<file path="src/wss_pkg.sv">
// Shared types and constants for the wide substring search core.
// Used by wss_cell and wide_substring_search_core; depends on nothing else.
package wss_pkg;

  localparam int POS_BITS    = 32;
  localparam int STATUS_BITS = 2;
  localparam int IN_CHAR_BITS = 16;

  localparam logic [POS_BITS-1:0] COUNT_MAX = '1;

  // Item kinds on the input channel.
  localparam logic KIND_NEEDLE   = 1'b0;
  localparam logic KIND_HAYSTACK = 1'b1;

  // Result status codes.
  localparam logic [STATUS_BITS-1:0] STATUS_OK       = 2'd0;
  localparam logic [STATUS_BITS-1:0] STATUS_TOO_LONG = 2'd1;
  localparam logic [STATUS_BITS-1:0] STATUS_OVERFLOW = 2'd2;

  // Controls broadcast from the sequencer to every cell of the chain.
  typedef struct packed {
    logic load;   // write a needle character into the selected cell
    logic step;   // a haystack character enters the chain
    logic clear;  // drop all partial matches
  } cell_ctrl_t;

endpackage

</file>
<file path="src/wss_cell.sv">
// One cell of the matching chain: holds one needle character and a partial-match bit.
// Depends on wss_pkg for the control struct.
module wss_cell #(
  parameter int CHAR_BITS = 16
) (
  input  logic                 clk,
  input  logic                 rst,
  input  wss_pkg::cell_ctrl_t  ctrl,
  input  logic                 sel,
  input  logic [CHAR_BITS-1:0] load_char,
  input  logic [CHAR_BITS-1:0] hay_char,
  input  logic                 match_in,
  output logic                 match_out,
  output logic                 hit
);
  import wss_pkg::*;

  logic [CHAR_BITS-1:0] needle_char;
  logic                 match;

  // The needle prefix ending at this cell matches the text ending at the new character.
  assign hit       = match_in && (hay_char == needle_char);
  assign match_out = match;

  always_ff @(posedge clk) begin
    if (ctrl.load && sel) begin
      needle_char <= load_char;
    end
  end

  always_ff @(posedge clk) begin
    if (rst || ctrl.clear) begin
      match <= 1'b0;
    end else if (ctrl.step) begin
      match <= hit;
    end
  end

endmodule

</file>
<file path="src/wide_substring_search_core.sv">
// Wide substring search: first match of a stored needle in a streamed haystack.
// Every item is taken on arrival unless the input is stalled; the chain updates all partial matches at once.
// The result is registered: it appears in the output register in the cycle after the terminator is taken.
// A waiting result stalls the input only while it is itself stalled.
// Synchronous reset clears the needle length, internal flags, counters and match bits.
module wide_substring_search_core #(
  parameter int MAX_NEEDLE = 32,
  parameter int CHAR_BITS  = 16
) (
  input  logic                            clk,
  input  logic                            rst,
  input  logic                            item_valid,
  output logic                            item_stall,
  input  logic                            kind,
  input  logic [wss_pkg::IN_CHAR_BITS-1:0] char_value,
  output logic                            result_valid,
  input  logic                            result_stall,
  output logic                            found,
  output logic [wss_pkg::POS_BITS-1:0]    position,
  output logic [wss_pkg::STATUS_BITS-1:0] status
);
  import wss_pkg::*;

  localparam int LEN_BITS = $clog2(MAX_NEEDLE + 1);
  localparam int IDX_BITS = (MAX_NEEDLE > 1) ? $clog2(MAX_NEEDLE) : 1;

  logic [CHAR_BITS-1:0] c;
  logic                 accept;
  logic                 is_zero;

  logic [LEN_BITS-1:0]  needle_length;
  logic                 needle_complete;
  logic                 needle_too_long;
  logic [POS_BITS-1:0]  haystack_count;
  logic                 match_found;
  logic [POS_BITS-1:0]  match_position;
  logic                 count_overflow;

  logic [LEN_BITS-1:0]  len_base;
  logic [LEN_BITS-1:0]  last_len;
  logic [IDX_BITS-1:0]  last_idx;
  logic [POS_BITS-1:0]  hit_position;
  cell_ctrl_t           ctrl;

  logic [MAX_NEEDLE-1:0] hit_vec;
  logic [MAX_NEEDLE-1:0] match_vec;
  logic [MAX_NEEDLE-1:0] sel_vec;

  generate
    if (CHAR_BITS > IN_CHAR_BITS) begin : g_wide
      assign c = {{(CHAR_BITS - IN_CHAR_BITS){1'b0}}, char_value};
    end else if (CHAR_BITS == IN_CHAR_BITS) begin : g_same
      assign c = char_value;
    end else begin : g_narrow
      assign c = char_value[CHAR_BITS-1:0];
    end
  endgenerate

  assign item_stall = result_valid && result_stall;
  assign accept     = item_valid && !item_stall;
  assign is_zero    = (c == '0);

  // A needle character after a completed needle starts a fresh one.
  assign len_base = needle_complete ? '0 : needle_length;
  assign last_len = needle_length - LEN_BITS'(1);
  assign last_idx = last_len[IDX_BITS-1:0];
  assign hit_position = haystack_count + POS_BITS'(1) - POS_BITS'(needle_length);

  always_comb begin
    ctrl.load  = accept && (kind == KIND_NEEDLE) && !is_zero
                 && (len_base < LEN_BITS'(MAX_NEEDLE));
    ctrl.step  = accept && (kind == KIND_HAYSTACK) && !is_zero
                 && (haystack_count != COUNT_MAX);
    ctrl.clear = accept && (((kind == KIND_NEEDLE) && needle_complete)
                 || ((kind == KIND_HAYSTACK) && is_zero));
  end

  genvar k;
  generate
    for (k = 0; k < MAX_NEEDLE; k++) begin : g_cell
      assign sel_vec[k] = (len_base == LEN_BITS'(k));
      wss_cell #(
        .CHAR_BITS (CHAR_BITS)
      ) u_cell (
        .clk       (clk),
        .rst       (rst),
        .ctrl      (ctrl),
        .sel       (sel_vec[k]),
        .load_char (c),
        .hay_char  (c),
        .match_in  ((k == 0) ? 1'b1 : match_vec[(k > 0) ? k - 1 : 0]),
        .match_out (match_vec[k]),
        .hit       (hit_vec[k])
      );
    end
  endgenerate

  always_ff @(posedge clk) begin
    if (rst) begin
      needle_length   <= '0;
      needle_complete <= 1'b0;
      needle_too_long <= 1'b0;
      haystack_count  <= '0;
      match_found     <= 1'b0;
      match_position  <= '0;
      count_overflow  <= 1'b0;
      result_valid    <= 1'b0;
    end else begin
      // A stalled result is held; a terminator loads a new one.
      result_valid <= item_stall || (accept && (kind == KIND_HAYSTACK) && is_zero);
      if (accept) begin
        if (kind == KIND_NEEDLE) begin
          if (needle_complete) begin
            haystack_count  <= '0;
            match_found     <= 1'b0;
            match_position  <= '0;
            count_overflow  <= 1'b0;
          end
          needle_complete <= is_zero;
          if (!is_zero && (len_base < LEN_BITS'(MAX_NEEDLE))) begin
            needle_length <= len_base + LEN_BITS'(1);
          end else if (needle_complete) begin
            needle_length <= '0;
          end
          if (needle_complete) begin
            needle_too_long <= 1'b0;
          end else if (!is_zero && (len_base >= LEN_BITS'(MAX_NEEDLE))) begin
            needle_too_long <= 1'b1;
          end
        end else begin
          needle_complete <= 1'b1;
          if (!is_zero) begin
            if (haystack_count == COUNT_MAX) begin
              count_overflow <= 1'b1;
            end else begin
              haystack_count <= haystack_count + POS_BITS'(1);
              if (!match_found && (needle_length != '0) && hit_vec[last_idx]) begin
                match_found    <= 1'b1;
                match_position <= hit_position;
              end
            end
          end else begin
            // Terminator: publish the result and return the haystack side to reset.
            if (needle_too_long) begin
              found    <= 1'b0;
              position <= '0;
              status   <= STATUS_TOO_LONG;
            end else begin
              if (needle_length == '0) begin
                found    <= 1'b1;
                position <= '0;
              end else begin
                found    <= match_found;
                position <= match_found ? match_position : '0;
              end
              status <= count_overflow ? STATUS_OVERFLOW : STATUS_OK;
            end
            haystack_count <= '0;
            match_found    <= 1'b0;
            match_position <= '0;
            count_overflow <= 1'b0;
          end
        end
      end
    end
  end

endmodule

</file>
<file path="config.mk">
export PLATFORM = sky130hd
export DESIGN_NAME = wide_substring_search_core
export DESIGN_NICKNAME = d
export VERILOG_FILES = /design/src/wss_pkg.sv /design/src/wss_cell.sv /design/src/wide_substring_search_core.sv
export SDC_FILE = /design/constraint.sdc
export NUM_CORES = 1
export LEC_CHECK = 0
export CAP_MARGIN = 10
export CORE_ASPECT_RATIO = 0.7
export CORE_MARGIN = 2
export CORE_UTILIZATION = 25
export CTS_BUF_LIST = sky130_fd_sc_hd__clkbuf_4
export DETAILED_ROUTE_END_ITERATION = 8
export DONT_BUFFER_PORTS = 1
export PLACE_DENSITY_LB_ADDON = 0.08
export SLEW_MARGIN = 20
export SYNTH_ARGS = -nofsm -noshare
export SYNTH_HDL_FRONTEND = slang
export SYNTH_SLANG_ARGS = --single-unit
</file>
<file path="constraint.sdc">
create_clock -name clk -period 5.3 [get_ports clk]
set_input_delay 0.795 -clock clk [delete_from_list [all_inputs] [get_ports clk]]
set_output_delay 0.795 -clock clk [all_outputs]
set_load 0.005 [all_outputs]
</file>
; After elaboration in Yosys (flattened, before gate mapping)
; Index checks and enable logic that the tools add are counted.
[classes]
n_addsub = 4
magnitude_cmp = 3
n_eq_ne = 68
muxes = 25
bitwise = 3
reduce_logical = 98
[ops]
columns = op, n
row1 = 16-bit == test, 32
row2 = 32-bit 2-to-1 mux, 8
row3 = 6-bit by 5-bit == test with 1-bit output (second input constant), 16
row4 = 1-bit logical AND, 79
row5 = 6-bit by 4-bit == test with 1-bit output (second input constant), 8
row6 = 32-bit by 1-bit adder with 32-bit output (second input constant), 1
row7 = 32-bit == test (second input constant), 1
row8 = 32-bit != test (second input constant), 1
row9 = 32-bit by 6-bit subtractor with 32-bit output, 1
row10 = 6-bit by 3-bit == test with 1-bit output (second input constant), 4
row11 = 16-bit zero test, 1
row12 = 1-bit 2-to-1 mux, 13
row13 = 6-bit by 2-bit == test with 1-bit output (second input constant), 2
row14 = 6-bit zero test, 2
row15 = 6-bit 2-to-1 mux, 2
row16 = 3-bit AND reduction, 3
row17 = 4-bit AND reduction, 2
row18 = 6-bit by 1-bit adder with 6-bit output (second input constant), 1
row19 = 6-bit by 1-bit == test with 1-bit output (second input constant), 1
row20 = 6-bit greater-or-equal comparator (second input constant), 1
row21 = 5-bit by 6-bit < comparator with 1-bit output (second input constant), 1
row22 = 6-bit < comparator (second input constant), 1
row23 = 3-bit by 1-bit != test with 1-bit output (second input constant), 2
row24 = 6-bit nonzero test, 1
row25 = other kinds (10), 17
[word_totals]
register_bits = 653
inputBits = 21
output_inout_bits = 37
word_cells = 275

; Depth between registers and ports, before layout
; Gate-level depths: netlist of the first run.
[logic_depth]
ltp_word = 9
ltp_mapped = 14
ltp_nobuf = 12

; Hierarchy
; A second synthesis of the first run with hierarchy kept.
[hier_totals]
hier_cells = 2289
hier_area_um2 = 30495.5
[by_module_without_submodules]
columns = mod, instances, cells_each, area_each_um2
row1 = wss_cell, 32, 49, 754.5
row2 = wide_substring_search_core, 1, 721, 6352.3

; Worst setup path after synthesis of the first run
; No wires, ideal clock.
[synth_timing]
path_type = in2reg
startpoint = in char_value[11] in the netlist's numbering
endpoint = reg found (enable)
t_arrival_ns = 4.180
required_ns = 4.820
path_slack_ns = 0.640
path_stages = 4
n_path_buf = 1
path_cell_list = buf_2 > nor4_1 > nand4_1 > nor3b_1
[synth_via]
elab_chain_len = 2
[synth_rtl]
columns = element, line
row1 = "start, declared", wide_substring_search_core.sv:15  ; input logic [wss_pkg::IN_CHAR_BITS-1:0] char_value,
row2 = 16-bit zero test, wide_substring_search_core.sv:61  ; assign is_zero = (c == '0);
row3 = 4-bit AND reduction (no source line), n/a
row4 = "end signal, assigned", wide_substring_search_core.sv:153  ; found <= match_found;
row5 = "end, declared", wide_substring_search_core.sv:18  ; output logic found,
; Every way passes these cells.
; A chain may end at the register's enable or synchronous reset.

; Final worst setup path of the first run
[layout_timing]
startpoint = in char_value[15] in the netlist's numbering
endpoint = reg match_position[9]
[layout_via]
elab_chain_len = 7
[layout_rtl]
columns = element, line
row1 = 16-bit == test, wss_cell.sv:22  ; assign hit = match_in && (hay_char == needle_char);
row2 = 1-bit logical AND, wss_cell.sv:22
row3 = 1-bit binary-select mux with 5-bit select, wide_substring_search_core.sv:137  ; if (!match_found && (needle_length != '0) && hit_vec[last_idx]) begin
row4 = 1-bit 2-to-1 mux (not written as such), wide_substring_search_core.sv:137
row5 = 1-bit logical AND, wide_substring_search_core.sv:137
row6 = 3-bit by 1-bit != test with 1-bit output (no source line), n/a
row7 = 4-bit AND reduction (no source line), n/a
row8 = "end signal, assigned", wide_substring_search_core.sv:139  ; match_position <= hit_position;
row9 = "end, declared", wide_substring_search_core.sv:36  ; logic [POS_BITS-1:0] match_position;
; Several ways; a longest one is shown, not always the timed one. The select of a mux whose other input is x is not followed.

==> impl_metrics.csv, run 1 <==
group,metric,value,unit
route,drt-total-wl,106.6,mm
logic_synthesis,synth_async_sr_flop_share,0,
grt,grt_pass1_vias,18210,
grt,grt-busiest-layer,"met1",
status,status,"completed",
clocking,cts.sinks,653,
setup_path,critPathLaunchType,"input pin",
timing,period_minus_slack,4.399,ns
finish,nNetsFinal,2342,
logic_synthesis,synth_cells,2149,
setup_path,required,6.26,ns
floorplan,start_util,0.2518,
logic_synthesis,netlist_top_cells_count,"edfxtp_1 (547), xnor2_1 (393), xor2_1 (182)",
clocking,cts_setup_buffers,0,
logic_synthesis,yosys.cell_count.top_type,"edfxtp_1",
logic_synthesis,syn_area_per_cell,13.45,sq um
finish,regArea,0.01855,sq mm
timing,finalMaxSlewViolations,0,
logic_synthesis,synth.top_cell.area_share,0.5684,
logic_synthesis,yosysTopAreaCell,"edfxtp_1",
logic_synthesis,ys_ff_latch,653,
pwr,ir_drop,0.1743,mV
placement,dp_slack,0.8070,ns
clocking,cts_buffers,171,
logic_synthesis,synth_area_leaders,"edfxtp_1 (57%), xnor2_1 (12%), dfxtp_1 (7.3%), xor2_1 (5.5%), nand4_1 (1.9%)",
logic_synthesis,netlist_area,0.02890,sq mm
pwr,power_density,324.9,mW/mm^2
placement,routabilityCongestion,0.7500,
grt,grt_usage,0.1814,
floorplan,die_w,410.4,microns
clocking,cts_tree,"built",
pwr,p_leak,10.77,nW
logic_synthesis,synth_edf_count,547,
grt,met3_usage,0.04342,
clocking,ctsResizeCount,0,
setup_path,rr_worst_depth,11,
floorplan,row_count,104,
finish,multi_input_area,0.009659,sq mm
hold_path,min_path_cells,5,
floorplan,die_area,0.1184,sq mm
finish,layout-drive-gt1-share,0.1564,
route,vias,18240,
timing,setup_tns,0,ns
timing,postLayoutSetupSlackWorst,0.9012,ns
grt,grt_pass1_wl,147.3,mm
timing,fin_crit_sh,0.8300,
grt,gr-total-overflow,0,
route,drc,0,
logic_synthesis,yosys.cell_types.count,69,
route,viasPerCell,4.586,
grt,use_met2,0.2426,
finish,area_growth,16.60,%
clocking,htreeDepth,4,
route,dr.first_iter.drc_count,1616,
floorplan,core_area,0.1148,sq mm
setup_path,worstPathMaxFanout,33,
placement,io_buffers,0,
timing,rsz0062_at_grt,"no",
grt,use_met1,0.2816,
route,antenna_left,0,
timing,clock_skew,0.08689,ns
timing,final_hold_viol_count,0,
clocking,hold_buffers,52,
clocking,clk_path_buf_depth,3,
route,first_pass_iters,7,
grt,grt_start_max_net_pins,43,
setup_path,worstPathArrival,5.36,ns
setup_path,endpoint_kind,"register",
clocking,cts.clk_slew.worst_paths,0.07,ns
grt,antenna_found_initial,13,
pwr,power,10.95,mW
timing,setup_viol,0,
run,maxCapViolCount,0,
timing,clock.fmax,227.3,MHz
logic_synthesis,syn_nets,2184,
route,routedWlPerCell,26.80,microns
clocking,root_buffer,"clkbuf_4",
floorplan,dieHeight,288.5,microns
logic_synthesis,synth_warnings,0,
setup_path,critical_path_class,"input pin to register",
placement,hpwl,46.01,mm
timing,worst_pin_slew,1.073,ns
logic_synthesis,yosysSeqAreaShare,0.6418,
timing,slew_headroom,0.2821,
clocking,clk_latency,1.11,ns
finish,fill_cells,11710,
hold_path,worstHoldPathType,"input pin to register",
floorplan,io_pins,58,
logic_synthesis,synth_flop_cell,"edfxtp_1",
flip-flops by register name, summed over array words and instances, names as in the netlist:
| signal | count |
|---|---|
| g_cell.u_cell.needle_char | 512 |
| haystack_count | 32 |
| match_position | 32 |
| position | 32 |
| g_cell.u_cell.match_out | 31 |
| needle_length | 6 |
| status | 2 |
| count_overflow | 1 |
| found | 1 |
| match_found | 1 |
| needle_complete | 1 |
| needle_too_long | 1 |
| result_valid | 1 |
layout by cell type (no fill, tap or decap), types with 4 or more instances in the layout:
master / instances
nand3b_1: 10
nor3_1: 33
nor2b_1: 5
or2_2: 6
nor2_1: 111
a22oi_1: 6
and2_1: 42
bufinv_16: 4
nor4_1: 65
o31ai_1: 4
o21ai_0: 27
nand4_1: 90
xor2_1: 182
a31oi_1: 6
a21o_1: 9
nand2b_1: 5
buf_16: 16
diode_2: 5
or3_1: 10
dlygate4sd3_1: 33
dfxtp_1: 106
inv_1: 18
xnor2_1: 393
clkinvlp_4: 4
nand2_1: 104
clkinv_1: 19
clkbuf_4: 269
mux2i_1: 6
a22o_1: 32
ha_1: 13
and3_1: 19
and4_1: 6
buf_4: 51
a21oi_1: 70
edfxtp_1: 547
a211oi_1: 4
nand3_1: 45
inv_2: 4
path summary, 6_finish.rpt:
kind | slack, ns | end | start
worst max-delay path | 0.90 | match_position[9]$_SDFFE_PP0P_ | char_value[15]
worst min-delay path | 0.16 | g_cell[0].u_cell.match_out$_SDFFE_PP0P_ | char_value[6]
worst max register to register | 0.93 | match_position[30]$_SDFFE_PP0P_ | needle_length[1]$_SDFFE_PP0P_
worst min register to register | 0.46 | g_cell[25].u_cell.match_out$_SDFFE_PP0P_ | g_cell[25].u_cell.match_out$_SDFFE_PP0P_
kinds of logic after synthesis:
kind of cell	synth area share
AOI/OAI and AO/OA	0.04481
xor gates and xnor gates	0.1743
adders and majority gates	0.006322
buffers and inverters	0.02468
DFF	0.6418
muxes	0.002858
and+or+nand+nor	0.1052
metrics by stage:
stage / util / hold WS [ns] / cell area, sq um / std cells
global placement: 0.2666 / 0.4402 / 30600 / 3619
global route: 0.2935 / 0.06870 / 33680 / 3974
detailed placement: 0.2666 / 0.4508 / 30600 / 3619
finish: 0.2936 / 0.1615 / 33690 / 3978
CTS: 0.2935 / 0.001049 / 33690 / 3973
floorplan: - / 0.4274 / 28900 / 2149
layer usage:
metal	routed length (microns)	part of all wire
met4	2045	0.019
met1	54500	0.51
met3	8380	0.079
met5	7	0.000066
met2	41680	0.39
critical path, cell delays in order:
cell and delay (ns):
dlygate4sd3_1 1.20, xnor2_1 0.19, nand4_1 0.11, nor4_1 0.52
o311ai_0 0.42, a31oi_1 0.28, nand4_1 0.15, a31oi_1 0.58
o2111a_2 0.82, a22o_1 0.22
layout make-up:
| type | instances | share of cell area |
|---|---|---|
| inverter | 18 | 0.002005 |
| multi-input combinational | 1359 | 0.2867 |
| clock buffer | 269 | 0.05993 |
| antenna | 5 | 0.0003713 |
| sequential | 653 | 0.5505 |
| clock inverter | 33 | 0.007315 |
| tap | 1537 | 0.05707 |
| timing repair buffer | 104 | 0.03617 |
power breakdown:
| part | total, mW | leakage (nW) | switching (mW) | internal, mW |
|---|---|---|---|---|
| Sequential | 5.57 | 5.77 | 0.00709 | 5.56 |
| Clock | 4.72 | 1.35 | 2.24 | 2.48 |
| Combinational | 0.663 | 3.65 | 0.427 | 0.236 |
Note: power is estimated with default switching activity, not from simulation.
==> run 2: changes to the inputs <==
clock period = 4.2 ns   (was 5.3 ns; I/O delays follow)
==> impl_metrics.csv, run 2 (same netlist as run 1, synthesis figures left out) <==
group,metric,value,unit
status,status,"completed",
clocking,clk_path_buf_depth,3,
timing,slew_headroom,0.2374,
timing,period_minus_slack,3.870,ns
route,dr.first_iter.drc_count,1742,
clocking,cts_tree,"built",
clocking,cts.sinks,653,
setup_path,max_stage_delay,1.01,ns
finish,layout-drive-gt1-share,0.1643,
clocking,cts_buffers,173,
pwr,p_leak,10.85,nW
finish,final_common_cell,"edfxtp_1",
timing,rsz0062_at_grt,"no",
placement,routabilityCongestion,0.7639,
grt,grt_start_max_net_pins,54,
grt,grt_pass1_vias,17870,
clocking,root_buffer,"clkbuf_4",
finish,final_cell_mix,"edfxtp_1 (547), xnor2_1 (393), clkbuf_4 (278)",
setup_path,cp_num_cells,14,
floorplan,start_util,0.2518,
route,antenna_left,0,
setup_path,required,5.20,ns
timing,worst_pin_slew,1.140,ns
timing,setup_viol,0,
hold_path,min_path_cells,2,
run,maxCapViolCount,0,
clocking,htreeDepth,4,
route,viasPerCell,4.535,
route,drt-total-wl,102.2,mm
finish,area_growth,16.89,%
setup_path,critical_path_class,"input pin to register",
setup_path,path_cells,"dlygate4sd3_1 -> buf_12 -> buf_16 -> xnor2_1 -> nand4_1 -> nor4_2 -> buf_4 -> o311ai_0 -> a31oi_1 -> nand4_1 -> a31oi_1 -> o2111a_2 -> buf_12 -> a22o_1",
setup_path,critPathLaunchType,"input pin",
clocking,cts.clk_slew.worst_paths,0.07,ns
setup_path,crit_family,"buffers and inverters",
floorplan,die_area,0.1184,sq mm
floorplan,die_w,410.4,microns
grt,grt_usage,0.1735,
floorplan,dieHeight,288.5,microns
clocking,clk_latency,1.08,ns
timing,finalMaxSlewViolations,0,
placement,dpl_cell_area,0.03070,sq mm
setup_path,cp_num_buf_inv,5,
setup_path,worstPathMaxFanout,44,
floorplan,row_count,104,
timing,fin_crit_sh,0.9215,
pwr,power_density,406.8,mW/mm^2
hold_path,worstHoldPathType,"input pin to register",
timing,setup_tns,0,ns
placement,io_buffers,0,
route,first_pass_iters,5,
finish,regMostFlops,"g_cell.u_cell.needle_char",
setup_path,rr_worst_depth,12,
route,drc,0,
pwr,power,13.74,mW
finish,post-route-util,0.2943,
route,vias,18100,
placement,hpwl,44.27,mm
route,routedWlPerCell,25.62,microns
finish,final_area,0.03378,sq mm
grt,antenna_found_initial,14,
clocking,cts_setup_buffers,0,
grt,gr-total-overflow,0,
timing,clock_skew,0.04848,ns
timing,final_hold_viol_count,0,
floorplan,core_area,0.1148,sq mm
setup_path,crit_slowest_cell,"dlygate4sd3_1",
timing,clock.fmax,258.4,MHz
finish,nNetsFinal,2347,
finish,largest_reg_flops,512,
grt,grt_pass1_wl,141.1,mm
setup_path,worstPathArrival,4.87,ns
setup_path,endpoint_kind,"register",
floorplan,io_pins,58,
pwr,ir_drop,0.2520,mV
## run 2: final timing paths
check | startpoint | end | slack, ns
max reg2reg | haystack_count[0]$_SDFFE_PP0P_ | haystack_count[6]$_SDFFE_PP0P_ | 0.39
min | char_value[6] | g_cell[3].u_cell.needle_char[6]$_DFFE_PP_ | 0.11
min reg2reg | g_cell[14].u_cell.match_out$_SDFFE_PP0P_ | g_cell[14].u_cell.match_out$_SDFFE_PP0P_ | 0.46
max | char_value[9] | match_position[24]$_SDFFE_PP0P_ | 0.33
## run 2: worst reg2reg max path, stage by stage (launching register included)
cell and delay [ns]:
dfxtp_1 0.42, ha_2 0.32, nand3_2 0.19, nor4_4 0.47, and3_1 0.33, and3_1 0.37
a31oi_4 0.17, nand3_4 0.32, buf_12 0.27, nor2_1 0.08, o21ai_0 0.15, a21oi_1 0.08
dlygate4sd3_1 0.55
## run 2: area by class of cell
cell class	count	area, sq um
repair buffers	107	1289
flip-flops and latches	653	18550
inverters	18	67.56
fillers	11760	80990
well taps	1537	1923
multi-input cells	1359	9686
clock inverters	31	161.4
diodes	7	17.52
clock buffers	278	2087
## run 2: per-stage QoR
step,worst slack (ns),cells,hold WS (ns)
3_3_place_gp,0.6908,3627,0.4419
4_1_cts,0.1501,3982,0.0001629
3_5_place_dp,0.5687,3627,0.4470
5_1_grt,0.09184,3985,0.05727
6_report,0.3297,3990,0.1135
2_1_floorplan,0.9303,2149,0.4274
## run 2: power breakdown
part | switching [mW] | total (mW) | leakage, nW | internal, mW
Sequential | 0.00824 | 7.03 | 5.77 | 7.02
Clock | 2.80 | 5.84 | 1.36 | 3.04
Combinational | 0.569 | 0.872 | 3.72 | 0.303
Total | 3.38 | 13.7 | 10.8 | 10.4
## run 2: repair_timing
| item | CTS | global route |
|---|---|---|
| hold buffers | 46 | 1 |
| gates resized for setup | 0 | 5 |
| hold endpoints to repair | 586 | 3 |
| setup endpoints to repair | 0 | 34 |
## run 2: routing by layer
layer  vias up  wire length, microns  global-route usage
met4         0                  1982             0.05744
met5         -                     0            0.001567
li1       8217                     -                   -
met1      9177                 50910              0.2616
met3       132                  8711             0.04930
met2       569                 40640              0.2336
==> run 3: changes to the inputs <==
CELL_PAD_IN_SITES_DETAIL_PLACEMENT = 2   (was not set)
CELL_PAD_IN_SITES_GLOBAL_PLACEMENT = 2   (was not set)
==> impl_metrics.csv, run 3 (same netlist as run 1, synthesis figures left out) <==
group,metric,value,unit
clocking,cts_buffers,177,
route,antenna_left,0,
timing,fin_crit_sh,0.9230,
floorplan,row_count,104,
floorplan,start_util,0.2518,
setup_path,crit_family,"buffers and inverters",
finish,largest_reg_flops,512,
clocking,cts.sinks,653,
grt,grt_usage,0.1921,
setup_path,worstPathArrival,4.90,ns
setup_path,endpoint_kind,"register",
run,maxCapViolCount,0,
grt,antenna_found_initial,8,
placement,io_buffers,0,
setup_path,max_stage_delay,1.26,ns
timing,finalMaxSlewViolations,0,
setup_path,crit_slowest_cell,"dlygate4sd3_1",
timing,slew_headroom,0.2557,
pwr,power_density,414.0,mW/mm^2
finish,layout-drive-gt1-share,0.1608,
setup_path,critical_path_class,"input pin to register",
clocking,root_buffer,"clkbuf_4",
setup_path,path_cells,"dlygate4sd3_1 -> buf_16 -> xnor2_1 -> nand4_1 -> nor4_1 -> a311o_1 -> a21oi_1 -> o41ai_1 -> o211a_1 -> o2111a_2 -> buf_12 -> a22o_1",
grt,grt_pass1_wl,158.0,mm
placement,hpwl,51.60,mm
timing,clock.fmax,257.9,MHz
setup_path,critPathLaunchType,"input pin",
route,dr.first_iter.drc_count,1194,
floorplan,die_area,0.1184,sq mm
hold_path,worstHoldPathType,"input pin to register",
route,drt-total-wl,113.5,mm
setup_path,required,5.23,ns
floorplan,core_area,0.1148,sq mm
grt,grt_pass1_vias,20120,
finish,area_growth,17.46,%
finish,final_common_cell,"edfxtp_1",
grt,grt_start_max_net_pins,48,
timing,rsz0062_at_grt,"no",
pwr,ir_drop,0.2414,mV
clocking,clk_path_buf_depth,3,
grt,gr-total-overflow,0,
clocking,cts_tree,"built",
timing,final_hold_viol_count,0,
placement,routabilityCongestion,0.7319,
floorplan,dieHeight,288.5,microns
timing,worst_pin_slew,1.113,ns
route,routedWlPerCell,28.30,microns
finish,fill_cells,12170,
floorplan,io_pins,58,
route,vias,18740,
pwr,power,14.05,mW
finish,regMostFlops,"g_cell.u_cell.needle_char",
clocking,htreeDepth,4,
finish,nNetsFinal,2362,
clocking,cts.clk_slew.worst_paths,0.07,ns
pwr,p_leak,10.89,nW
setup_path,cp_num_buf_inv,3,
clocking,clk_latency,1.12,ns
timing,period_minus_slack,3.877,ns
floorplan,die_w,410.4,microns
status,status,"completed",
timing,clock_skew,0.06553,ns
finish,final_cell_mix,"edfxtp_1 (547), xnor2_1 (393), clkbuf_4 (256)",
finish,post-route-util,0.2957,
finish,final_area,0.03394,sq mm
timing,setup_viol,0,
route,drc,0,
route,viasPerCell,4.673,
route,first_pass_iters,5,
placement,dpl_cell_area,0.03080,sq mm
setup_path,worstPathMaxFanout,46,
timing,setup_tns,0,ns
timing,timing.hold.ws,0.1228,ns
run 3: changes by cell type in the layout (fill, tap and decap cells not counted), moves of 2 or more:
cell	before	now
clkinv_1	18	39
inv_2	6	2
nor4_2	4	2
bufinv_16	1	6
buf_4	57	69
diode_2	7	10
clkbuf_4	278	256
dlymetal6s4s_1	2	0
nor4_1	63	65
clkinvlp_4	3	5
clkinv_2	2	5
dlygate4sd3_1	23	25
buf_12	8	6
run 3: power breakdown:
| group | internal, mW | switching [mW] | total [mW] | leakage, nW |
|---|---|---|---|---|
| logic | 0.306 | 0.583 | 0.888 | 3.75 |
| registers | 7.02 | 0.00861 | 7.02 | 5.77 |
| clock network | 3.17 | 2.97 | 6.14 | 1.36 |
run 3: metal layers:
| layer | share of wire | vias up | GRT usage | wire (microns) |
|---|---|---|---|---|
| li1 | - | 8214 | - | - |
| met1 | 0.53 | 9945 | 0.2983 | 60490 |
| met5 | 0 | - | 0 | 0 |
| met2 | 0.41 | 429 | 0.2687 | 46160 |
| met4 | 0.018 | 0 | 0.05469 | 2039 |
| met3 | 0.042 | 150 | 0.03394 | 4812 |
run 3: tightest hold or removal path: stages:
cell and delay (ns):
xnor2_1 0.07, nand4_1 0.08, nor4_1 0.07, buf_4 0.15, nand2_1 0.06, a21oi_1 0.06
run 3: per-stage QoR:
stage / std cells / setup slack (ns)
final: 4010 / 0.3232
after global routing: 4004 / 0.07101
after CTS: 3997 / 0.02317
after detailed placement: 3639 / 0.3839
after global placement: 3639 / 0.5283
after floorplan: 2149 / 0.9303
run 3: final timing paths:
kind,startpoint,to,slack (ns),cells after the start
worst max-delay path,char_value[7],match_position[9]$_SDFFE_PP0P_,0.32,12
worst min-delay path,char_value[1],g_cell[13].u_cell.match_out$_SDFFE_PP0P_,0.12,6
worst max register to register,haystack_count[0]$_SDFFE_PP0P_,haystack_count[27]$_SDFFE_PP0P_,0.34,13
worst min register to register,g_cell[9].u_cell.match_out$_SDFFE_PP0P_,g_cell[9].u_cell.match_out$_SDFFE_PP0P_,0.47,2
run 3: area by class of cell:
class                           count  area, sq um  share of cell area
Timing Repair Buffer              117         1356             0.03996
Multi-Input combinational cell   1360         9687              0.2854
Inverter                           18        67.56            0.001991
Antenna cell                       10        25.02           0.0007372
Tap cell                         1537         1923             0.05666
Clock buffer                      256         1922             0.05662
Sequential cell                   653        18550              0.5464
Clock inverter                     59        414.1             0.01220
run 3: timing repair:
action                                  4_1_cts  5_1_grt
resized for setup                             0        2
buffers inserted                              0        1
hold endpoints to repair                    592       13
hold buffers                                 43        1
endpoints found under the setup margin        0        1
